**src/hsf_pkg.sv**
```systemverilog
`timescale 1ns / 1ps
`default_nettype none

package hsf_pkg;

    localparam int VAL_W     = 32;
    localparam int SUM_W     = VAL_W + 3;
    localparam int LAM_W     = 15;
    localparam int PROD_W    = SUM_W + LAM_W + 1;
    localparam int FRAC_W    = 16;
    localparam int STEP_W    = 16;
    localparam int GS_W      = 8;
    localparam int POS_W     = 7;
    localparam int OP_W      = 2;
    localparam int CFG_IDX_W = 2;
    localparam int CFG_W     = 16;

    localparam logic [OP_W-1:0] OP_WRITE = 2'd0;
    localparam logic [OP_W-1:0] OP_RUN   = 2'd1;
    localparam logic [OP_W-1:0] OP_READ  = 2'd2;

    localparam logic [CFG_IDX_W-1:0] CFG_GRID_SIZE  = 2'd0;
    localparam logic [CFG_IDX_W-1:0] CFG_DIFF_RATIO = 2'd1;
    localparam logic [CFG_IDX_W-1:0] CFG_STEP_COUNT = 2'd2;

    localparam logic [GS_W-1:0]   GRID_SIZE_RST  = 8'd128;
    localparam logic [LAM_W-1:0]  DIFF_RATIO_RST = 15'd13107;
    localparam logic [STEP_W-1:0] STEP_COUNT_RST = 16'd1;

    typedef enum logic [3:0] {
        ST_IDLE,
        ST_HREAD,
        ST_STEP,
        ST_RD,
        ST_COPY,
        ST_ACC,
        ST_MUL,
        ST_WR,
        ST_DONE
    } t_state;

    // stencil read order: center first, then the four neighbors
    typedef enum logic [2:0] {
        NB_CTR,
        NB_UP,
        NB_DOWN,
        NB_LEFT,
        NB_RIGHT
    } t_nb;

    typedef struct packed {
        logic rd;
        logic wr_even;
        logic wr_odd;
    } t_mem_ctl;

    typedef struct packed {
        logic load_u;
        logic add_nb;
        logic mul;
    } t_upd_ctl;

endpackage

`default_nettype wire

```
**src/hsf_update.sv**
```systemverilog
`timescale 1ns / 1ps
`default_nettype none

module hsf_update (
    input  wire logic                             i_clk,
    input  wire hsf_pkg::t_upd_ctl                i_ctl,
    input  wire logic        [hsf_pkg::VAL_W-1:0] i_rdata,
    input  wire logic        [hsf_pkg::LAM_W-1:0] i_lambda,
    output logic             [hsf_pkg::VAL_W-1:0] o_value,
    output logic                                  o_sat
);
    import hsf_pkg::*;

    localparam int DELTA_W = PROD_W - FRAC_W;
    localparam int RES_W   = DELTA_W + 1;

    logic signed [VAL_W-1:0]   r_u;
    logic signed [SUM_W-1:0]   r_sum;
    logic signed [PROD_W-1:0]  r_prod;

    logic signed [SUM_W-1:0]   rd_ext;
    logic signed [LAM_W:0]     lam_s;
    logic signed [DELTA_W-1:0] delta;
    logic signed [RES_W-1:0]   res;
    logic                      ovf;

    assign rd_ext = SUM_W'($signed(i_rdata));
    assign lam_s  = $signed({1'b0, i_lambda});

    always_ff @(posedge i_clk) begin
        if (i_ctl.load_u) begin
            r_u   <= $signed(i_rdata);
            r_sum <= SUM_W'(0) - (rd_ext <<< 2);
        end else if (i_ctl.add_nb) begin
            r_sum <= r_sum + rd_ext;
        end
        if (i_ctl.mul) begin
            r_prod <= lam_s * r_sum;
        end
    end

    // dropping the fraction bits of a signed product rounds toward minus infinity
    assign delta = r_prod[PROD_W-1:FRAC_W];
    assign res   = RES_W'(r_u) + RES_W'(delta);
    assign ovf   = (res[RES_W-1:VAL_W-1] != '0) && (res[RES_W-1:VAL_W-1] != '1);

    always_comb begin
        if (!ovf) begin
            o_value = res[VAL_W-1:0];
        end else if (res[RES_W-1]) begin
            o_value = {1'b1, {(VAL_W-1){1'b0}}};
        end else begin
            o_value = {1'b0, {(VAL_W-1){1'b1}}};
        end
    end

    assign o_sat = ovf;

endmodule

`default_nettype wire

```
**config.mk**
```make
export PLATFORM = sky130hd
export DESIGN_NAME = hsf_update
export DESIGN_NICKNAME = d
export VERILOG_FILES = /design/src/hsf_pkg.sv /design/src/hsf_update.sv
export SDC_FILE = /design/constraint.sdc
export NUM_CORES = 2
export LEC_CHECK = 0
export ABC_AREA = 1
export BUFFER_PORTS_ARGS = -buffer_cell sky130_fd_sc_hd__buf_2
export CAP_MARGIN = 20
export CORE_UTILIZATION = 65
export CTS_BUF_LIST = sky130_fd_sc_hd__clkbuf_8
export DETAILED_ROUTE_END_ITERATION = 10
export GPL_TIMING_DRIVEN = 1
export MAX_ROUTING_LAYER = met4
export PLACE_DENSITY = 0.83
export SYNTH_ARGS = -nofsm -noshare
export SYNTH_HDL_FRONTEND = slang
export SYNTH_SLANG_ARGS = --single-unit
export TNS_END_PERCENT = 50
```
**constraint.sdc**
```tcl
create_clock -name i_clk -period 11.67 [get_ports i_clk]
set_clock_uncertainty 0.15 [all_clocks]
set_input_delay 2.9175 -clock i_clk [delete_from_list [all_inputs] [get_ports i_clk]]
set_output_delay 2.9175 -clock i_clk [all_outputs]
set_load 0.01 [all_outputs]
```
# Yosys cells after proc, flatten, opt, wreduce, memory -nomap -nowiden
# Cells that the tools add are included.
# totals
reg_bits,118
# classes
mul,1
n_addsub,3
mux,4
eq_ne,1
n_reduce_logical,3
# op_table
cell,n
2-to-1 mux 35 bit,2
2-to-1 mux 32 bit,2
multiplier 16 x 35 -> 51 bit,1
adder 32 x 35 -> 36 bit,1
adder 35 x 32 -> 35 bit,1
subtractor 1 x 34 -> 35 bit (first input constant),1
inequality test 5 bit (second input constant),1
nonzero test 5 bit,1
nonzero test 2 bit,1
logical AND 1 bit,1

# Logic depth before layout (Yosys ltp)
# depth
depth_word,4
depth_mapped,31
mapped_depth_nobuf,29

# Least setup slack after synthesis
# No wires, ideal clock.
# synth_timing
path_kind,input to register
startpoint,in i_lambda[7] (netlist bit)
endpoint,reg r_prod[36] (data pin)
n_path_buf,2
cell_stages,23
setup_slack_ps,3159
t_required_ps,11268
setup_ps,252
arrival_time_ps,8109
cell_sequence,clkbuf_1 > clkbuf_1 > nand2_1 > fa_1 > inv_1 > fa_1 > fa_1 > fa_1 > fa_1 > inv_1 > fa_1 > inv_1 > ha_1 > nand2_1 > nor2_1 > inv_1 > nor2_1 > nand4_1 > and3_1 > o21ai_0 > nand3_1 > nand3_1 > nand2_1
# synth_via
elab_chain_cells,1
# synth_lines
item,line,rtl
start: declaration,hsf_update.sv:8,"input wire logic [hsf_pkg::LAM_W-1:0] i_lambda,"
multiplier 16 x 35 -> 51 bit,hsf_update.sv:38,r_prod <= lam_s * r_sum;
end signal: assignment,hsf_update.sv:38,
end: declaration,hsf_update.sv:19,logic signed [PROD_W-1:0] r_prod;
# No other way between the ends.
# A chain may end at the register's enable or synchronous reset.

# Worst setup path after layout
# layout_timing
startpoint,in i_lambda[4] (netlist bit)
endpoint,reg r_prod[45] (data pin)
# Same word-level chain as after synthesis.

==> metrics.yaml <==
synth:
  synth_compound_area_share_pct: 6.55
  synth_xor_area_share_pct: 2.91
  synth_fp_nets: 4428
  avgSynthCellArea_um2: 7.50
  synthFlopType: "edfxtp_1"
  ys_ff_latch: 102
  synth_area_mm2: 0.0277
  synthArstFlopShare_pct: 0
  synth_top_family_by_area: "adder cells"
  yosysSeqAreaShare_pct: 11.1
  yosysMostFrequentCell: "nand2_1"
  synthMuxAreaShare_pct: 0
  yosys_warnings: 0
  synth_fa_ha_area_share_pct: 44.1
  synth_common_cells: "nand2_1, inv_1, fa_1"
  yosys.area_share.simple_pct: 20.7
  netlist_top_cells_area: "fa_1, nand2_1, inv_1"
  synth.distinct_cells: 49
  synth_edf_count: 102
  synth_top_area_share_pct: 35.7
  synthCells: 3696
  yosys.area.top_type: "fa_1"
drt:
  wl_um: 77200
  wl_per_cell_um: 18.2
  dr.pass1.iters: 5
  final_antenna_net_count: 0
  vias_per_cell: 5.53
  drtIter0Drc: 2205
  dr_total_vias: 23500
  route.detailed.drc: 0
outcome:
  status: "finished clean"
worst_setup_path:
  cp_data_required_time_ps: 11680
  r2r-end: "r_prod[22]"
  worstReg2RegStart: "r_sum[20]"
  worstSetupEndpoint: "r_prod[45]"
  arrival_ps: 9120
  critPathCaptureType: "register"
  reg2regPathDepth: 19
  startpoint_type: "input pin"
  crit_fanout: 35
  ff2ff_setup_slack_ps: 4810
  crit_type: "in -> reg"
  crit_start: "i_lambda[4]"
cells_and_area:
  syn_to_final_growth_pct: 3.36
  diodes: 0
  final_nets: 4426
  fin_util_pct: 68.3
  drive_gt1_share_pct: 4.08
clocking:
  numCtsBuffers: 9
  cts_setup_buffers: 0
  clkLatencyLatePin_ps: 410
  cts_max_path_buffers: 2
  cts.clk_slew.worst_paths_ps: 110
  cts_tree: "done"
  hold_buffers: 0
  ctsHtreeMaxLevel: 3
  cts_sinks: 102
  post_cts_resized: 0
  clock-root-buffer: "clkbuf_8"
timing:
  report.final.setup_viol: 0
  slew_viol_final: 0
  rsz0062_at_grt: "false"
  max_slew.worst_pin.slew_ps: 1070
  fin_hold_ws_ps: 930
  finalCritPeriodShare_pct: 78.1
  setup_tns_ps: 0
  hold_viol_final: 0
  clock.fmax_mhz: 110
  relSlewSlack_pct: 28.7
  layout_min_cycle_time_ps: 9110
flow_run:
  cap_violations: 0
die:
  die_x_um: 208
  rows: 75
  core_mm2: 0.0419
  io_pins: 84
  die_y_um: 208
  initial_core_util_pct: 66.0
  dieArea_mm2: 0.0435
grt:
  overflow: 0
  grtUsageTotal_pct: 38.1
  grt_pass1_wl_um: 125000
  grt_pass1_vias: 23600
  grt_max_degree: 61
  antenna_found_initial: 0
place:
  io_buffers: 83
  dp_hpwl_um: 63500
  finalWeightedCongestion: 1.04
worst_hold_path:
  hold_path.class: "reg -> reg"
==> cell families after synthesis <==
logic type	Yosys count
AO/OA/AOI/OAI	328
XOR/XNOR	92
adder cells (fa/ha/maj)	681
buffers and inverters	1066
flip-flops	102
AND/OR/NAND/NOR	1427
==> routing by layer <==
layer | wire, um | up-vias | global-route usage [%]
met2 | 35100 | 1100 | 58.7
met3 | 6800 | 163 | 4.47
met5 | 0 | - | -
met1 | 32400 | 11300 | 52.4
li1 | - | 10900 | -
met4 | 2950 | 0 | 13.7
==> worst min path at each step <==
stage,start,end,slack (ps),depth (start not counted)
after floorplan,r_sum[0],r_sum[0],580,3
after global placement,r_sum[1],r_sum[1],890,4
after detailed placement,r_sum[1],r_sum[1],910,4
after CTS,r_sum[1],r_sum[1],930,4
after global routing,r_sum[1],r_sum[1],970,4
final,r_sum[1],r_sum[1],930,4
==> cell type report <==
class / instances / area [um^2]
well taps: 539 / 674
repair buffers: 96 / 513
multi-input cells: 2528 / 20600
fillers: 3548 / 13300
flip-flops and latches: 102 / 3060
clock inverters: 7 / 78.8
clock buffers: 9 / 124
inverters: 957 / 3590
==> flip-flops by register name (all words and copies together), names as in the netlist <==
register / count
r_prod: 35
r_sum: 35
r_u: 32
==> cells in the final DEF (no fill, tap or decap), types with 13 or more instances in the layout <==
master | synthesis | routed
a21oi_1 | 158 | 158
a31oi_1 | 14 | 14
buf_2 | 3 | 83
buf_4 | 0 | 13
edfxtp_1 | 102 | 102
fa_1 | 494 | 494
ha_1 | 187 | 187
inv_1 | 954 | 954
nand2_1 | 1028 | 1028
nand3_1 | 90 | 90
nand4_1 | 18 | 18
nor2_1 | 211 | 211
nor3_1 | 24 | 24
o21ai_0 | 97 | 97
o21bai_1 | 16 | 16
xnor2_1 | 34 | 34
xor2_1 | 58 | 58
==> critical path, stage by stage <==
cell and delay, ps:
buf_2 670, nand2_1 290, fa_1 600, inv_1 70
fa_1 740, inv_1 160, fa_1 500, inv_1 60
fa_1 440, inv_1 100, fa_1 440, fa_1 500
inv_1 40, ha_1 340, nand2_1 130, nor2_1 190
inv_1 70, nor2_1 120, inv_1 60, nor2_1 200
nand4_1 200, nand3_1 180, xor2_1 80
==> stage by stage <==
stage / cell area, um^2 / instances / setup slack (ps)
5_1_grt: 28600 / 4238 / 2240
3_3_place_gp: 28400 / 4222 / 2320
3_5_place_dp: 28400 / 4222 / 2180
4_1_cts: 28600 / 4238 / 2630
2_1_floorplan: 27700 / 3696 / 3160
6_report: 28600 / 4238 / 2560
Power is not shown: default switching activity piles up to over one toggle a cycle in this logic, so the estimate is an artifact.
