--- config.mk ---
export PLATFORM = sky130hd
export DESIGN_NAME = hsf_ctrl_flat
export DESIGN_NICKNAME = d
export VERILOG_FILES = /design/src/hsf_pkg.sv /design/src/hsf_req_if.sv /design/src/hsf_rsp_if.sv /design/src/hsf_ctrl.sv /design/src/flat_wrapper.sv
export SDC_FILE = /design/constraint.sdc
export NUM_CORES = 1
export LEC_CHECK = 0
export BUFFER_PORTS_ARGS = -buffer_cell sky130_fd_sc_hd__buf_2
export CORE_MARGIN = 2
export CORE_UTILIZATION = 55
export CTS_CLUSTER_SIZE = 8
export DETAILED_ROUTE_END_ITERATION = 8
export HOLD_SLACK_MARGIN = 0.06
export PLACE_DENSITY_LB_ADDON = 0.12
export SLEW_MARGIN = 20
export SYNTH_ARGS = -nofsm -noshare
export SYNTH_HDL_FRONTEND = slang
export SYNTH_SLANG_ARGS = --single-unit
--- constraint.sdc ---
create_clock -name i_clk -period 9.2 [get_ports i_clk]
set_clock_uncertainty 0.2 [all_clocks]
set_input_delay 0.46 -clock i_clk [delete_from_list [all_inputs] [get_ports i_clk]]
set_output_delay 0.46 -clock i_clk [all_outputs]
set_load 0.02 [all_outputs]
--- src/hsf_pkg.sv ---
`timescale 1ns / 1ps
`default_nettype none

package hsf_pkg;

    localparam int VAL_W     = 32;
    localparam int SUM_W     = VAL_W + 3;
    localparam int LAM_W     = 15;
    localparam int PROD_W    = SUM_W + LAM_W + 1;
    localparam int FRAC_W    = 16;
    localparam int STEP_W    = 16;
    localparam int GS_W      = 8;
    localparam int POS_W     = 7;
    localparam int OP_W      = 2;
    localparam int CFG_IDX_W = 2;
    localparam int CFG_W     = 16;

    localparam logic [OP_W-1:0] OP_WRITE = 2'd0;
    localparam logic [OP_W-1:0] OP_RUN   = 2'd1;
    localparam logic [OP_W-1:0] OP_READ  = 2'd2;

    localparam logic [CFG_IDX_W-1:0] CFG_GRID_SIZE  = 2'd0;
    localparam logic [CFG_IDX_W-1:0] CFG_DIFF_RATIO = 2'd1;
    localparam logic [CFG_IDX_W-1:0] CFG_STEP_COUNT = 2'd2;

    localparam logic [GS_W-1:0]   GRID_SIZE_RST  = 8'd128;
    localparam logic [LAM_W-1:0]  DIFF_RATIO_RST = 15'd13107;
    localparam logic [STEP_W-1:0] STEP_COUNT_RST = 16'd1;

    typedef enum logic [3:0] {
        ST_IDLE,
        ST_HREAD,
        ST_STEP,
        ST_RD,
        ST_COPY,
        ST_ACC,
        ST_MUL,
        ST_WR,
        ST_DONE
    } t_state;

    // stencil read order: center first, then the four neighbors
    typedef enum logic [2:0] {
        NB_CTR,
        NB_UP,
        NB_DOWN,
        NB_LEFT,
        NB_RIGHT
    } t_nb;

    typedef struct packed {
        logic rd;
        logic wr_even;
        logic wr_odd;
    } t_mem_ctl;

    typedef struct packed {
        logic load_u;
        logic add_nb;
        logic mul;
    } t_upd_ctl;

endpackage

`default_nettype wire

--- src/hsf_req_if.sv ---
`timescale 1ns / 1ps
`default_nettype none

interface hsf_req_if;
    import hsf_pkg::*;

    logic                    valid;
    logic                    ready;
    logic [OP_W-1:0]         op;
    logic [POS_W-1:0]        row;
    logic [POS_W-1:0]        col;
    logic signed [VAL_W-1:0] cell_value;

    modport source (output valid, output op, output row, output col,
                    output cell_value, input ready);
    modport sink   (input valid, input op, input row, input col,
                    input cell_value, output ready);
endinterface

`default_nettype wire

--- src/hsf_rsp_if.sv ---
`timescale 1ns / 1ps
`default_nettype none

interface hsf_rsp_if;
    import hsf_pkg::*;

    logic                    valid;
    logic                    ready;
    logic signed [VAL_W-1:0] read_value;
    logic                    saturated;

    modport source (output valid, output read_value, output saturated, input ready);
    modport sink   (input valid, input read_value, input saturated, output ready);
endinterface

`default_nettype wire

--- src/hsf_ctrl.sv ---
`timescale 1ns / 1ps
`default_nettype none

module hsf_ctrl #(
    parameter int MAX_SIDE = 128,
    parameter int ADDR_W   = 14
) (
    input  wire logic                       i_clk,
    input  wire logic                       i_rst_n,
    hsf_req_if.sink                         i_req,
    hsf_rsp_if.source                       o_rsp,
    input  wire logic [hsf_pkg::GS_W-1:0]   i_grid_size,
    input  wire logic [hsf_pkg::STEP_W-1:0] i_step_count,
    input  wire logic [hsf_pkg::VAL_W-1:0]  i_rdata,
    input  wire logic [hsf_pkg::VAL_W-1:0]  i_upd_val,
    input  wire logic                       i_upd_sat,
    output hsf_pkg::t_mem_ctl               o_mem,
    output logic      [ADDR_W-1:0]          o_raddr,
    output logic      [ADDR_W-1:0]          o_waddr,
    output logic      [hsf_pkg::VAL_W-1:0]  o_wdata,
    output hsf_pkg::t_upd_ctl               o_upd,
    output logic                            o_cur
);
    import hsf_pkg::*;

    localparam int IDX_W  = $clog2(MAX_SIDE);
    localparam int SIDE_W = ($clog2(MAX_SIDE + 1) > GS_W) ? $clog2(MAX_SIDE + 1) : GS_W;

    t_state              r_state, n_state;
    t_nb                 r_nb;
    logic [IDX_W-1:0]    r_row, r_col;
    logic [SIDE_W-1:0]   r_side;
    logic [STEP_W-1:0]   r_steps;
    logic                r_cur;
    logic                r_hin;
    logic                r_ovalid;
    logic [VAL_W-1:0]    r_res_val;
    logic                r_res_sat;
    logic [VAL_W-1:0]    r_out_val;
    logic                r_out_sat;

    logic                accept;
    logic                in_grid;
    logic                out_free;
    logic                load_out;
    logic [VAL_W-1:0]    load_val;
    logic                load_sat;
    logic [VAL_W-1:0]    hread_val;
    logic [SIDE_W-1:0]   side_calc;
    logic                last_col, last_row, is_edge;
    logic [IDX_W-1:0]    nb_row, nb_col;
    logic [ADDR_W-1:0]   host_addr, run_raddr, run_waddr;

    function automatic logic [ADDR_W-1:0] cell_addr(input logic [IDX_W-1:0] r,
                                                    input logic [IDX_W-1:0] c);
        cell_addr = ADDR_W'(r) * ADDR_W'(MAX_SIDE) + ADDR_W'(c);
    endfunction

    assign accept    = i_req.valid && (r_state == ST_IDLE);
    assign in_grid   = ({25'd0, i_req.row} < 32'(MAX_SIDE)) &&
                       ({25'd0, i_req.col} < 32'(MAX_SIDE));
    assign out_free  = !r_ovalid || o_rsp.ready;
    assign hread_val = r_hin ? i_rdata : '0;
    assign side_calc = (SIDE_W'(i_grid_size) > SIDE_W'(MAX_SIDE)) ? SIDE_W'(MAX_SIDE)
                                                                   : SIDE_W'(i_grid_size);
    assign last_col  = (SIDE_W'(r_col) + SIDE_W'(1)) == r_side;
    assign last_row  = (SIDE_W'(r_row) + SIDE_W'(1)) == r_side;
    assign is_edge   = (r_row == '0) || (r_col == '0) || last_col || last_row;

    always_comb begin
        nb_row = r_row;
        nb_col = r_col;
        unique case (r_nb)
            NB_UP:    nb_row = r_row - IDX_W'(1);
            NB_DOWN:  nb_row = r_row + IDX_W'(1);
            NB_LEFT:  nb_col = r_col - IDX_W'(1);
            NB_RIGHT: nb_col = r_col + IDX_W'(1);
            default:  ;
        endcase
    end

    assign host_addr = cell_addr(IDX_W'(i_req.row), IDX_W'(i_req.col));
    assign run_raddr = cell_addr(nb_row, nb_col);
    assign run_waddr = cell_addr(r_row, r_col);

    // next state
    always_comb begin
        n_state = r_state;
        unique case (r_state)
            ST_IDLE: begin
                if (accept) begin
                    unique case (i_req.op)
                        OP_RUN:  n_state = ST_STEP;
                        OP_READ: n_state = ST_HREAD;
                        default: n_state = ST_DONE;
                    endcase
                end
            end
            ST_HREAD: n_state = out_free ? ST_IDLE : ST_DONE;
            ST_DONE:  n_state = out_free ? ST_IDLE : ST_DONE;
            ST_STEP: begin
                if (r_steps == '0) begin
                    n_state = ST_DONE;
                end else if (r_side != '0) begin
                    n_state = ST_RD;
                end
            end
            ST_RD: begin
                if (r_nb == NB_CTR && is_edge) begin
                    n_state = ST_COPY;
                end else if (r_nb == NB_RIGHT) begin
                    n_state = ST_ACC;
                end
            end
            ST_ACC:  n_state = ST_MUL;
            ST_MUL:  n_state = ST_WR;
            ST_COPY,
            ST_WR:   n_state = (last_col && last_row) ? ST_STEP : ST_RD;
            default: n_state = ST_IDLE;
        endcase
    end

    // outputs
    always_comb begin
        i_req.ready = 1'b0;
        o_mem       = '0;
        o_upd       = '0;
        o_raddr     = run_raddr;
        o_waddr     = run_waddr;
        o_wdata     = i_upd_val;
        load_out    = 1'b0;
        load_val    = r_res_val;
        load_sat    = r_res_sat;
        unique case (r_state)
            ST_IDLE: begin
                i_req.ready = 1'b1;
                o_raddr     = host_addr;
                o_waddr     = host_addr;
                o_wdata     = i_req.cell_value;
                if (accept && i_req.op == OP_WRITE && in_grid) begin
                    o_mem.wr_even = 1'b1;
                    o_mem.wr_odd  = 1'b1;
                end
                o_mem.rd = accept && (i_req.op == OP_READ);
            end
            ST_HREAD: begin
                load_out = out_free;
                load_val = hread_val;
                load_sat = 1'b0;
            end
            ST_DONE: load_out = out_free;
            ST_RD: begin
                o_mem.rd     = 1'b1;
                o_upd.load_u = (r_nb == NB_UP);
                o_upd.add_nb = (r_nb != NB_CTR) && (r_nb != NB_UP);
            end
            ST_COPY: begin
                o_mem.wr_even = r_cur;
                o_mem.wr_odd  = !r_cur;
                o_wdata       = i_rdata;
            end
            ST_ACC: o_upd.add_nb = 1'b1;
            ST_MUL: o_upd.mul    = 1'b1;
            ST_WR: begin
                o_mem.wr_even = r_cur;
                o_mem.wr_odd  = !r_cur;
            end
            default: ;
        endcase
    end

    always_ff @(posedge i_clk) begin
        if (!i_rst_n) begin
            r_state  <= ST_IDLE;
            r_nb     <= NB_CTR;
            r_row    <= '0;
            r_col    <= '0;
            r_side   <= '0;
            r_steps  <= '0;
            r_cur    <= 1'b0;
            r_hin    <= 1'b0;
            r_ovalid <= 1'b0;
        end else begin
            r_state <= n_state;
            if (load_out) begin
                r_ovalid <= 1'b1;
            end else if (o_rsp.ready) begin
                r_ovalid <= 1'b0;
            end
            unique case (r_state)
                ST_IDLE: begin
                    if (accept) begin
                        r_hin   <= in_grid;
                        r_steps <= i_step_count;
                        r_side  <= side_calc;
                        r_row   <= '0;
                        r_col   <= '0;
                        r_nb    <= NB_CTR;
                    end
                end
                ST_STEP: begin
                    // empty grid: the stores still swap once per step
                    if (r_steps != '0 && r_side == '0) begin
                        r_cur   <= !r_cur;
                        r_steps <= r_steps - STEP_W'(1);
                    end
                end
                ST_RD: begin
                    if (!(r_nb == NB_CTR && is_edge) && r_nb != NB_RIGHT) begin
                        r_nb <= t_nb'(3'(r_nb) + 3'd1);
                    end
                end
                ST_COPY,
                ST_WR: begin
                    r_nb <= NB_CTR;
                    if (last_col) begin
                        r_col <= '0;
                        if (last_row) begin
                            r_row   <= '0;
                            r_cur   <= !r_cur;
                            r_steps <= r_steps - STEP_W'(1);
                        end else begin
                            r_row <= r_row + IDX_W'(1);
                        end
                    end else begin
                        r_col <= r_col + IDX_W'(1);
                    end
                end
                default: ;
            endcase
        end
    end

    always_ff @(posedge i_clk) begin
        if (r_state == ST_IDLE && accept) begin
            r_res_val <= '0;
            r_res_sat <= 1'b0;
        end else if (r_state == ST_HREAD && !out_free) begin
            r_res_val <= hread_val;
        end else if (r_state == ST_WR && i_upd_sat) begin
            r_res_sat <= 1'b1;
        end
        if (load_out) begin
            r_out_val <= load_val;
            r_out_sat <= load_sat;
        end
    end

    assign o_rsp.valid      = r_ovalid;
    assign o_rsp.read_value = r_out_val;
    assign o_rsp.saturated  = r_out_sat;
    assign o_cur            = r_cur;

    a_read_goes_hread: assert property (@(posedge i_clk) disable iff (!i_rst_n)
        (accept && i_req.op == OP_READ) |=> (r_state == ST_HREAD))
        else $error("read request did not enter the read-data state");

    a_swap_at_step_end: assert property (@(posedge i_clk) disable iff (!i_rst_n)
        !$stable(r_cur) |-> ($past(r_state) == ST_WR || $past(r_state) == ST_COPY ||
                             $past(r_state) == ST_STEP))
        else $error("store roles swapped outside a step boundary");

    a_acc_after_right: assert property (@(posedge i_clk) disable iff (!i_rst_n)
        (r_state == ST_ACC) |-> ($past(r_state) == ST_RD && $past(r_nb) == NB_RIGHT))
        else $error("stencil sum finished before all neighbors were read");

    a_run_write_dst: assert property (@(posedge i_clk) disable iff (!i_rst_n)
        (r_state == ST_WR || r_state == ST_COPY) |-> (o_mem.wr_odd == !r_cur) &&
                                                    (o_mem.wr_even == r_cur))
        else $error("step write hit the current store");

endmodule

`default_nettype wire
--- src/flat_wrapper.sv ---
// flat-port wrapper written by rule: the top's interface ports become plain ports
module hsf_ctrl_flat import hsf_pkg::*;
#(
    parameter int MAX_SIDE = 128,
    parameter int ADDR_W   = 14
)
  (i_clk, i_rst_n, i_grid_size, i_step_count, i_rdata, i_upd_val, i_upd_sat, o_mem, o_raddr, o_waddr, o_wdata, o_upd, o_cur, i_req_valid, i_req_op, i_req_row, i_req_col, i_req_cell_value, i_req_ready, o_rsp_valid, o_rsp_read_value, o_rsp_saturated, o_rsp_ready);
  hsf_req_if i_req_i ();
  hsf_rsp_if o_rsp_i ();
  input  wire logic i_clk;
  input  wire logic i_rst_n;
  input  wire logic [hsf_pkg::GS_W-1:0] i_grid_size;
  input  wire logic [hsf_pkg::STEP_W-1:0] i_step_count;
  input  wire logic [hsf_pkg::VAL_W-1:0] i_rdata;
  input  wire logic [hsf_pkg::VAL_W-1:0] i_upd_val;
  input  wire logic i_upd_sat;
  output hsf_pkg::t_mem_ctl o_mem;
  output logic      [ADDR_W-1:0] o_raddr;
  output logic      [ADDR_W-1:0] o_waddr;
  output logic      [hsf_pkg::VAL_W-1:0] o_wdata;
  output hsf_pkg::t_upd_ctl o_upd;
  output logic o_cur;
  input wire logic [$bits(i_req_i.valid)-1:0] i_req_valid;
  input wire logic [$bits(i_req_i.op)-1:0] i_req_op;
  input wire logic [$bits(i_req_i.row)-1:0] i_req_row;
  input wire logic [$bits(i_req_i.col)-1:0] i_req_col;
  input wire logic [$bits(i_req_i.cell_value)-1:0] i_req_cell_value;
  output wire logic [$bits(i_req_i.ready)-1:0] i_req_ready;
  output wire logic [$bits(o_rsp_i.valid)-1:0] o_rsp_valid;
  output wire logic [$bits(o_rsp_i.read_value)-1:0] o_rsp_read_value;
  output wire logic [$bits(o_rsp_i.saturated)-1:0] o_rsp_saturated;
  input wire logic [$bits(o_rsp_i.ready)-1:0] o_rsp_ready;
  assign i_req_i.valid = i_req_valid;
  assign i_req_i.op = i_req_op;
  assign i_req_i.row = i_req_row;
  assign i_req_i.col = i_req_col;
  assign i_req_i.cell_value = i_req_cell_value;
  assign i_req_ready = i_req_i.ready;
  assign o_rsp_valid = o_rsp_i.valid;
  assign o_rsp_read_value = o_rsp_i.read_value;
  assign o_rsp_saturated = o_rsp_i.saturated;
  assign o_rsp_i.ready = o_rsp_ready;
  hsf_ctrl #(.MAX_SIDE(MAX_SIDE), .ADDR_W(ADDR_W)) u_core (.i_clk(i_clk), .i_rst_n(i_rst_n), .i_req(i_req_i), .o_rsp(o_rsp_i), .i_grid_size(i_grid_size), .i_step_count(i_step_count), .i_rdata(i_rdata), .i_upd_val(i_upd_val), .i_upd_sat(i_upd_sat), .o_mem(o_mem), .o_raddr(o_raddr), .o_waddr(o_waddr), .o_wdata(o_wdata), .o_upd(o_upd), .o_cur(o_cur));
endmodule
* Word level (Yosys, flattened, before mapping)
Cells that the tools add are included.
W data, S select, Z words.
** Operators by class
- $add $sub $neg :: 11
- Magnitude comparators :: 1
- Eq/ne operators :: 25
- Mux-type cells :: 45
- Bitwise operators :: 1
- Reduce and logical (&&, ||, !) cells :: 44
** Operators by type and width (number)
- $mux W16 :: 4
- $mux W32 :: 2
- $pmux W32 S2 :: 1
- $pmux W7 S2 :: 4
- $pmux W16 S3 :: 1
- $add A14 B7 Y14 :: 3
- $mux W14 :: 2
- $mux W7 :: 4
- $pmux W4 S7 :: 1
- $mux W4 :: 6
- $add A7 B1 Y8 const B :: 2
- $eq A4 B3 Y1 const B :: 4
- $eq A8 B8 Y1 :: 2
- $logic_not A16 Y1 :: 1
- $reduce_bool A16 Y1 :: 1
- $sub A16 B1 Y16 const B :: 1
- $add A7 B1 Y7 const B :: 2
- $logic_not A7 Y1 :: 2
- $sub A7 B1 Y7 const B :: 2
- $logic_and A1 B1 Y1 :: 11
- $mux W1 :: 10
- $ne A2 B1 Y1 const B :: 5
- $ne A3 B1 Y1 const B :: 3
- $pmux W3 S3 :: 1
- 32 further kinds :: 52
** Storage, ports and cells
- Register bits after elaboration :: 114
- Bits of input ports :: 141
- Output and inout bits :: 102
- Word-level logic and storage cells :: 140

* Logic depth before layout (Yosys ltp)
Gate-level depths: netlist of the first run.
- Word-level depth :: 9
- Gate-level depth with buffers :: 12
- Mapped depth without buffers :: 9

* Worst setup path after synthesis of the first run
No wires, ideal clock.
- Path type :: reg2reg
- From :: register u_core.r_state[0]
- To :: register u_core.r_out_val[0] (netlist: u_core.o_rsp.read_value[0]), enable pin
- Library setup time :: 423 ps
- Arrival :: 2436 ps
- Data required time :: 8577 ps
- Path slack :: 6141 ps
- Stages on the path, launching flop included :: 5
- Path buffers :: 1
- Clock period less this slack :: 3059 ps
- Cells stage by stage :: dfxtp_1 > clkbuf_1 > nor2b_1 > o21ai_0 > nor2_1
** Between the ends
- Word-level cells in the longest chain between the ends :: 3
- Elaborated cells on any way between the ends :: 4
- Classes of those cells :: 2 x eq/ne; 1 x mux; 1 x reduce/logical
** RTL lines
- from (decl) :: RTL line hsf_ctrl.sv:29 : t_state r_state, n_state;
- from (signal assigned) :: RTL line hsf_ctrl.sv:184 : r_state <= n_state;
- $eq A4 B4 Y1 or $eq A4 B1 Y1 (tied branches) :: RTL line hsf_ctrl.sv:134 : unique case (r_state)
- $reduce_or A2 Y1 (no line) *
- $mux W1 * :: RTL line hsf_ctrl.sv:134
- named net u_core.load_out :: RTL line hsf_ctrl.sv:45 : logic load_out;
- to (signal assigned) :: RTL line hsf_ctrl.sv:244 : r_out_val <= load_val;
- to (decl) :: RTL line hsf_ctrl.sv:39 : logic [VAL_W-1:0] r_out_val;
The timed path passes the listed nets; every way through them passes the cells marked *.
A chain may end at the register's enable or synchronous reset.

==> results of run 1 <==
[flip-flops by register name, summed over array words and instances (netlist names)]
signal and flops:
u_core.r_side 8, u_core.r_hin 1, u_core.r_col 7, u_core.o_rsp.read_value 32, u_core.r_res_val 32, u_core.r_nb 3, u_core.o_rsp.saturated 1, u_core.o_cur 1
u_core.r_res_sat 1, u_core.r_row 7, u_core.r_state 4, u_core.o_rsp.valid 1, u_core.r_steps 16
[layer usage]
| layer | routed length [um] | GRT usage, % | up-vias |
|---|---|---|---|
| met2 | 10230 | 49.42 | 358 |
| met3 | 1615 | 5.862 | 33 |
| met5 | 0 | 0 | - |
| li1 | - | - | 3796 |
| met4 | 413 | 10.99 | 0 |
| met1 | 9067 | 38.82 | 3616 |
[power by group]
part / total, mW / internal, mW / switching (mW)
Combinational: 0.543 / 0.174 / 0.369
Clock: 0.705 / 0.467 / 0.238
Sequential: 0.608 / 0.568 / 0.0398
[metrics by stage]
stage | cells | area [um2] | worst slack, ns | util (%)
floorplan | 955 | 7159 | 6.141 | -
global placement | 1298 | 8327 | 5.084 | 65.72
detailed placement | 1298 | 8328 | 4.950 | 65.73
CTS | 1330 | 8965 | 4.497 | 70.75
global route | 1330 | 8967 | 4.193 | 70.77
finish | 1330 | 8967 | 4.588 | 70.77
[critical path: stages, from the launching register on]
cell and delay, ns:
dfxtp_1 0.42, nor2_1 0.33, nand2_1 0.44, inv_2 0.90
and2_2 0.92, nand2_1 0.17, o21ai_0 0.13, buf_2 0.20
[final cells by class]
type | count | share of cell area [%]
Clock buffer | 19 | 5.065
Clock inverter | 13 | 2.037
Inverter | 55 | 2.302
Multi-Input combinational cell | 710 | 45.10
Sequential cell | 114 | 29.18
Tap cell | 172 | 2.400
Timing Repair Buffer | 247 | 13.92
[worst paths after layout]
path / from / endpoint / slack [ns] / cells past startpoint
setup / recovery: u_core.r_state[1]$_SDFFE_PN0P_ / o_mem[0] / 4.59 / 7
hold / removal: i_grid_size[4] / u_core.r_side[4]$_SDFFE_PN0P_ / 0.12 / 3
hold reg to reg: u_core.r_res_val[27]$_SDFFE_PP0P_ / u_core.r_res_val[27]$_SDFFE_PP0P_ / 0.25 / 2
setup reg to reg: u_core.r_state[1]$_SDFFE_PN0P_ / u_core.r_row[0]$_SDFFE_PN0P_ / 5.00 / 7
[cell usage in the layout (no fill, tap or decap), drive strengths merged, types with 4 or more instances in the layout]
master / netlist / routed
buf: 20 / 247
nand2: 191 / 191
dfxtp: 81 / 81
a21oi: 78 / 78
o21ai: 73 / 73
nor2: 68 / 68
inv: 55 / 55
nand3: 51 / 51
edfxtp: 33 / 33
a222oi: 32 / 32
clkbuf: 56 / 19
nor3: 17 / 17
nand2b: 14 / 14
ha: 14 / 14
or3: 12 / 12
o22ai: 11 / 11
xnor2: 10 / 10
o32ai: 10 / 10
nor2b: 9 / 9
nand3b: 9 / 9
and2: 9 / 9
o211ai: 8 / 8
xor2: 7 / 7
a22oi: 7 / 7
o31ai: 7 / 7
a31oi: 7 / 7
and3: 6 / 6
clkinv: 0 / 6
mux2i: 5 / 5
a221oi: 5 / 5
nor4: 5 / 5
o211a: 4 / 4
bufinv: 0 / 4
[kinds of logic after synthesis]
kind of cell / Yosys count / synth area share (%)
AO/OA/AOI/OAI: 269 / 25.13
XOR/XNOR: 17 / 2.080
adder cells (fa/ha/maj): 14 / 2.447
buffers and inverters: 131 / 7.305
flip-flops: 114 / 36.49
multiplexers: 6 / 0.8564
AND/OR/NAND/NOR: 404 / 25.69
==> results.sh, run 1 <==
export IMPL_finalSetupViolations=0
export IMPL_ios=243
export IMPL_irDropWorstVdd_mv=0.1443
export IMPL_slew_violations=0
export IMPL_initial_core_util_pct=56.50
export IMPL_tightest_slew_ns=1.058
export IMPL_synth_largest_area_cell="dfxtp_1"
export IMPL_hpwl_um=14530
export IMPL_min_period_over_period_pct=50.13
export IMPL_slew_headroom_pct=29.46
export IMPL_drc=0
export IMPL_cellPowerDensity_mw_per_mm2=206.9
export IMPL_period_minus_slack_ns=4.612
export IMPL_register_area_mm2=0.002616
export IMPL_postRouteAntennaNets=0
export IMPL_syn_inst=955
export IMPL_power_leakage_nw=3.833
export IMPL_die_y_um=118.1
export IMPL_die_w_um=118.1
export IMPL_grt_pass1_vias=6880
export IMPL_post_cts_buffers=0
export IMPL_avgViaCountPerCell=5.867
export IMPL_die_area_mm2=0.01395
export IMPL_yosys_warnings=0
export IMPL_endpoint_kind="primary output"
export IMPL_grt_max_degree=67
export IMPL_synth_nets=1110
export IMPL_n_fill_cell=1098
export IMPL_netlist_area_mm2=0.007159
export IMPL_dr_pass1_iters=8
export IMPL_synth_main_ff_cell="dfxtp_1"
export IMPL_hold_class="in -> reg"
export IMPL_clockBufferDepth=2
export IMPL_rsz0062_at_grt="false"
export IMPL_gp_congestion=0.9029
export IMPL_cts_buffers=17
export IMPL_vias=7803
export IMPL_synth_edf_count=33
export IMPL_max_cap_viol_count=0
export IMPL_critPathArrivalTime_ns=3.95
export IMPL_tritoncts="done"
export IMPL_yosysMostFrequentCell="nand2_1"
export IMPL_rows=41
export IMPL_drive_gt1_share_pct=25.65
export IMPL_htreeDepth=4
export IMPL_clk_pin_slew_worst_paths_ns=0.05
export IMPL_status="complete, no violations"
export IMPL_num_antenna_cells=0
export IMPL_avgSynthCellArea_um2=7.497
export IMPL_yosysTopAreaCellShare_pct=22.65
export IMPL_cts_hold_fix_buffers=0
export IMPL_cp_max_fo=66
export IMPL_max_freq_ghz=0.2168
export IMPL_cts_sinks=114
export IMPL_fin_tns_setup_ns=0
export IMPL_grt_antenna_before_repair=0
export IMPL_first_iter_violations=849
export IMPL_clock_latency_ns=0.42
export IMPL_cts_resized=0
export IMPL_synthArstFlopShare_pct=0
export IMPL_cp_start_kind="flip-flop"
export IMPL_hold_viol_final=0
export IMPL_gr_total_overflow=0
export IMPL_grt_pass1_wl_um=34180
export IMPL_multiInputGateArea_mm2=0.004044
export IMPL_synth_seq_area_share_pct=36.49
export IMPL_critical_path_required_ns=8.54
export IMPL_core_area_mm2=0.01267
export IMPL_port_buffers=242
export IMPL_synth_area_leaders="dfxtp_1 (23%), edfxtp_1 (14%), nand2_1 (10%)"
export IMPL_syn2layout_area_growth_pct=25.25
export IMPL_final_nets=1300
export IMPL_route_detailed_wl_per_inst_um=16.04
export IMPL_cts_root_buf="clkbuf_16"
export IMPL_ys_ff_latch=114
export IMPL_synth_common_cells="nand2_1 (191), dfxtp_1 (81), a21oi_1 (78)"
export IMPL_worst_hold_slack_ns=0.1164
export IMPL_total_power_mw=1.855
export IMPL_worstSetupPathType="reg -> out"
export IMPL_synth_cell_types=68
export IMPL_grtUsageTotal_pct=29.95
export IMPL_routed_wl_um=21330
Note: power is estimated with default switching activity, not from simulation.
==> inputs of run 2 (changes only) <==
--- a/config.mk
+++ b/config.mk
@@ -5,9 +5,10 @@
 export SDC_FILE = /design/constraint.sdc
 export NUM_CORES = 1
 export LEC_CHECK = 0
+export ABC_AREA = 1
 export BUFFER_PORTS_ARGS = -buffer_cell sky130_fd_sc_hd__buf_2
 export CORE_MARGIN = 2
-export CORE_UTILIZATION = 55
+export CORE_UTILIZATION = 51
 export CTS_CLUSTER_SIZE = 8
 export DETAILED_ROUTE_END_ITERATION = 8
 export HOLD_SLACK_MARGIN = 0.06
==> constraint.sdc (replaced) <==
create_clock -name i_clk -period 4.5 [get_ports i_clk]
set_clock_uncertainty 0.2 [all_clocks]
set_input_delay 0.225 -clock i_clk [delete_from_list [all_inputs] [get_ports i_clk]]
set_output_delay 0.225 -clock i_clk [all_outputs]
set_load 0.02 [all_outputs]
==> run 2 against run 1 <==
Compared with the run above:
- worst setup slack got worse by 3.8 ns
- register-to-register slack got worse by 4.2 ns
- sequential share of layout area fell by 1.7 points
- sequential cell count did not move
- design area rose by 6.1%
- wire length rose by 2.3%
- die area rose by 3.9%
==> results.sh, run 2 <==
export IMPL_hold_viol_final=0
export IMPL_cts_buffers=17
export IMPL_avgViaCountPerCell=5.297
export IMPL_n_fill_cell=1142
export IMPL_clockBufferDepth=2
export IMPL_grt_pass1_vias=7352
export IMPL_slew_violations=0
export IMPL_synth_nets=1195
export IMPL_yosys_warnings=0
export IMPL_synth_seq_area_share_pct=37.84
export IMPL_gr_total_overflow=0
export IMPL_irDropWorstVdd_mv=0.3964
export IMPL_htreeDepth=4
export IMPL_synthArstFlopShare_pct=0
export IMPL_ys_ff_latch=114
export IMPL_endpoint_kind="flip-flop"
export IMPL_postRouteAntennaNets=0
export IMPL_num_antenna_cells=0
export IMPL_port_buffers=242
export IMPL_clock_latency_ns=0.41
export IMPL_min_period_over_period_pct=82.41
export IMPL_fin_tns_setup_ns=0
export IMPL_die_area_mm2=0.01448
export IMPL_clk_pin_slew_worst_paths_ns=0.05
export IMPL_yosysTopAreaCellShare_pct=23.49
export IMPL_path_delay_family="buffers and inverters"
export IMPL_cp_start_kind="flip-flop"
export IMPL_cts_sinks=114
export IMPL_layout_commonest_cell="nand2_1"
export IMPL_syn2layout_area_growth_pct=37.75
export IMPL_cellPowerDensity_mw_per_mm2=672.9
export IMPL_synth_area_leaders="dfxtp_1 (23%), nand2_1 (17%), edfxtp_1 (14%)"
export IMPL_routed_wl_um=21820
export IMPL_cts_hold_fix_buffers=70
export IMPL_syn_inst=1040
export IMPL_worstPathCellList="nor2_1 > inv_1 > nor2_4 > buf_4 > inv_1 > nor2_1 > inv_1 > o21ai_2 > nand2_1 > nand3_2 > inv_2 > o21ai_1 > a21oi_1 > dlygate4sd3_1"
export IMPL_worst_path_most_repeated_cell="inv_1"
export IMPL_first_iter_violations=608
export IMPL_worstSetupPathType="reg -> reg"
export IMPL_register_area_mm2=0.002614
export IMPL_yosysMostFrequentCell="nand2_1"
export IMPL_die_w_um=120.4
export IMPL_rows=42
export IMPL_synth_common_cells="nand2_1 (317), o21ai_0 (116), inv_1 (84)"
export IMPL_drive_gt1_share_pct=22.85
export IMPL_multiInputGateArea_mm2=0.003754
export IMPL_avgSynthCellArea_um2=6.639
export IMPL_layoutNonFillerInstCount=1515
export IMPL_dp_cells=1412
export IMPL_grt_antenna_before_repair=0
export IMPL_slowest_stage="dlygate4sd3_1"
export IMPL_core_area_mm2=0.01324
export IMPL_cp_num_buf_inv=6
export IMPL_initial_core_util_pct=52.14
export IMPL_critPathArrivalTime_ns=3.81
export IMPL_grt_pass1_wl_um=34560
export IMPL_period_minus_slack_ns=3.709
export IMPL_die_y_um=120.4
export IMPL_layout_common_cells="nand2_1 (315), buf_2 (242), o21ai_0 (116)"
export IMPL_post_cts_buffers=0
export IMPL_synth_fa_ha_area_share_pct=2.537
export IMPL_grt_max_degree=67
export IMPL_critical_path_required_ns=4.60
export IMPL_synth_xor_area_share_pct=0.8880
export IMPL_hold_class="in -> reg"
export IMPL_slew_headroom_pct=31.13
export IMPL_netlist_area_mm2=0.006904
export IMPL_dr_pass1_iters=5
export IMPL_synth_compound_area_share_pct=18.72
export IMPL_route_detailed_wl_per_inst_um=14.41
export IMPL_power_leakage_nw=4.373
export IMPL_max_freq_ghz=0.2696
export IMPL_cp_max_fo=33
export IMPL_cts_resized=0
export IMPL_synth_edf_count=33
export IMPL_synth_largest_area_cell="dfxtp_1"
export IMPL_hpwl_um=15340
export IMPL_cts_root_buf="clkbuf_16"
export IMPL_tightest_slew_ns=1.027
export IMPL_status="complete, no violations"
export IMPL_rsz0062_at_grt="false"
export IMPL_critPathMaxStageDelay_ns=0.56
export IMPL_finalSetupViolations=0
export IMPL_synth_simple_area_share_pct=31.93
export IMPL_drc=0
export IMPL_synth_cell_types=43
export IMPL_tritoncts="done"
export IMPL_synth_mux_area_fraction_pct=0
export IMPL_vias=8025
export IMPL_max_cap_viol_count=0
export IMPL_final_nets=1481
export IMPL_synth_top_family_by_area="simple AND/OR/NAND/NOR gates"
export IMPL_synth_main_ff_cell="dfxtp_1"
export IMPL_gp_congestion=0.9889
export IMPL_ios=243
export IMPL_grtUsageTotal_pct=29.76
==> run 2: changes by cell type after synthesis, sizes merged, moves of 18 or more <==
cell and change:
clkbuf -18, a222oi -32, o21ai +51, nand3 +30, inv +35, nor2 +20
nand2 +134
==> run 2: where the power goes <==
part           total, mW  switching (mW)  leakage, nW  internal, mW
sequential          1.59           0.194        0.975          1.39
clock               1.43           0.456        0.299         0.971
combinational       3.38            2.36         3.10          1.02
total               6.40            3.01         4.37          3.39
==> run 2: final cells by class <==
cell class	count	share of cell area, %
clock inverter	13	2.000
sequential	114	27.48
multi-input combinational	786	39.47
tap	176	2.315
clock buffer	19	4.552
timing repair buffer	317	20.63
inverter	90	3.552
==> run 2: cell families (layout without fill, tap and decap cells) <==
logic type,after synthesis,count (layout)
and+or+nand+nor,528,528
xor gates and xnor gates,7,7
AOI/OAI and AO/OA,237,237
buffers and inverters,140,439
DFF,114,114
adders and majority gates,14,14
==> run 2: path summary, 6_finish.rpt <==
path,from,slack (ns),endpoint,cells past startpoint
worst max-delay path,u_core.r_state[0]$_SDFFE_PN0P_,0.79,u_core.r_steps[9]$_SDFFE_PN0P_,14
worst min-delay path,i_step_count[6],0.08,u_core.r_steps[6]$_SDFFE_PN0P_,5
worst max register to register,u_core.r_state[0]$_SDFFE_PN0P_,0.79,u_core.r_steps[9]$_SDFFE_PN0P_,14
worst min register to register,u_core.r_steps[1]$_SDFFE_PN0P_,0.28,u_core.r_steps[1]$_SDFFE_PN0P_,2
==> run 2: metrics by stage <==
stage          hold WS [ns]  total power [mW]  setup slack, ns  utilization, %  instance area, um2
5_1_grt              0.1111             6.835           0.4476           71.82                9510
2_1_floorplan        0.1635             3.888            1.727               -                6904
3_3_place_gp         0.2707             4.819            1.513           61.64                8163
4_1_cts             0.06524             6.395           0.8967           71.64                9487
3_5_place_dp         0.2797             4.847            1.457           61.64                8163
6_report            0.08024             6.400           0.7915           71.82                9510
==> run 2: worst min-delay path, stage by stage <==
cell      delay [ns]
buf_2           0.09
nor2_1          0.10
a31oi_1         0.05
nor2_1          0.12
a211oi_2        0.04
==> run 2: layer usage <==
layer | share of wire [%] | GRT usage [%] | up-vias
li1 | - | - | 4026
met5 | 0 | 0 | -
met3 | 7.1 | 6.321 | 56
met2 | 48 | 49.68 | 359
met4 | 3.0 | 12.65 | 0
met1 | 42 | 37.32 | 3584
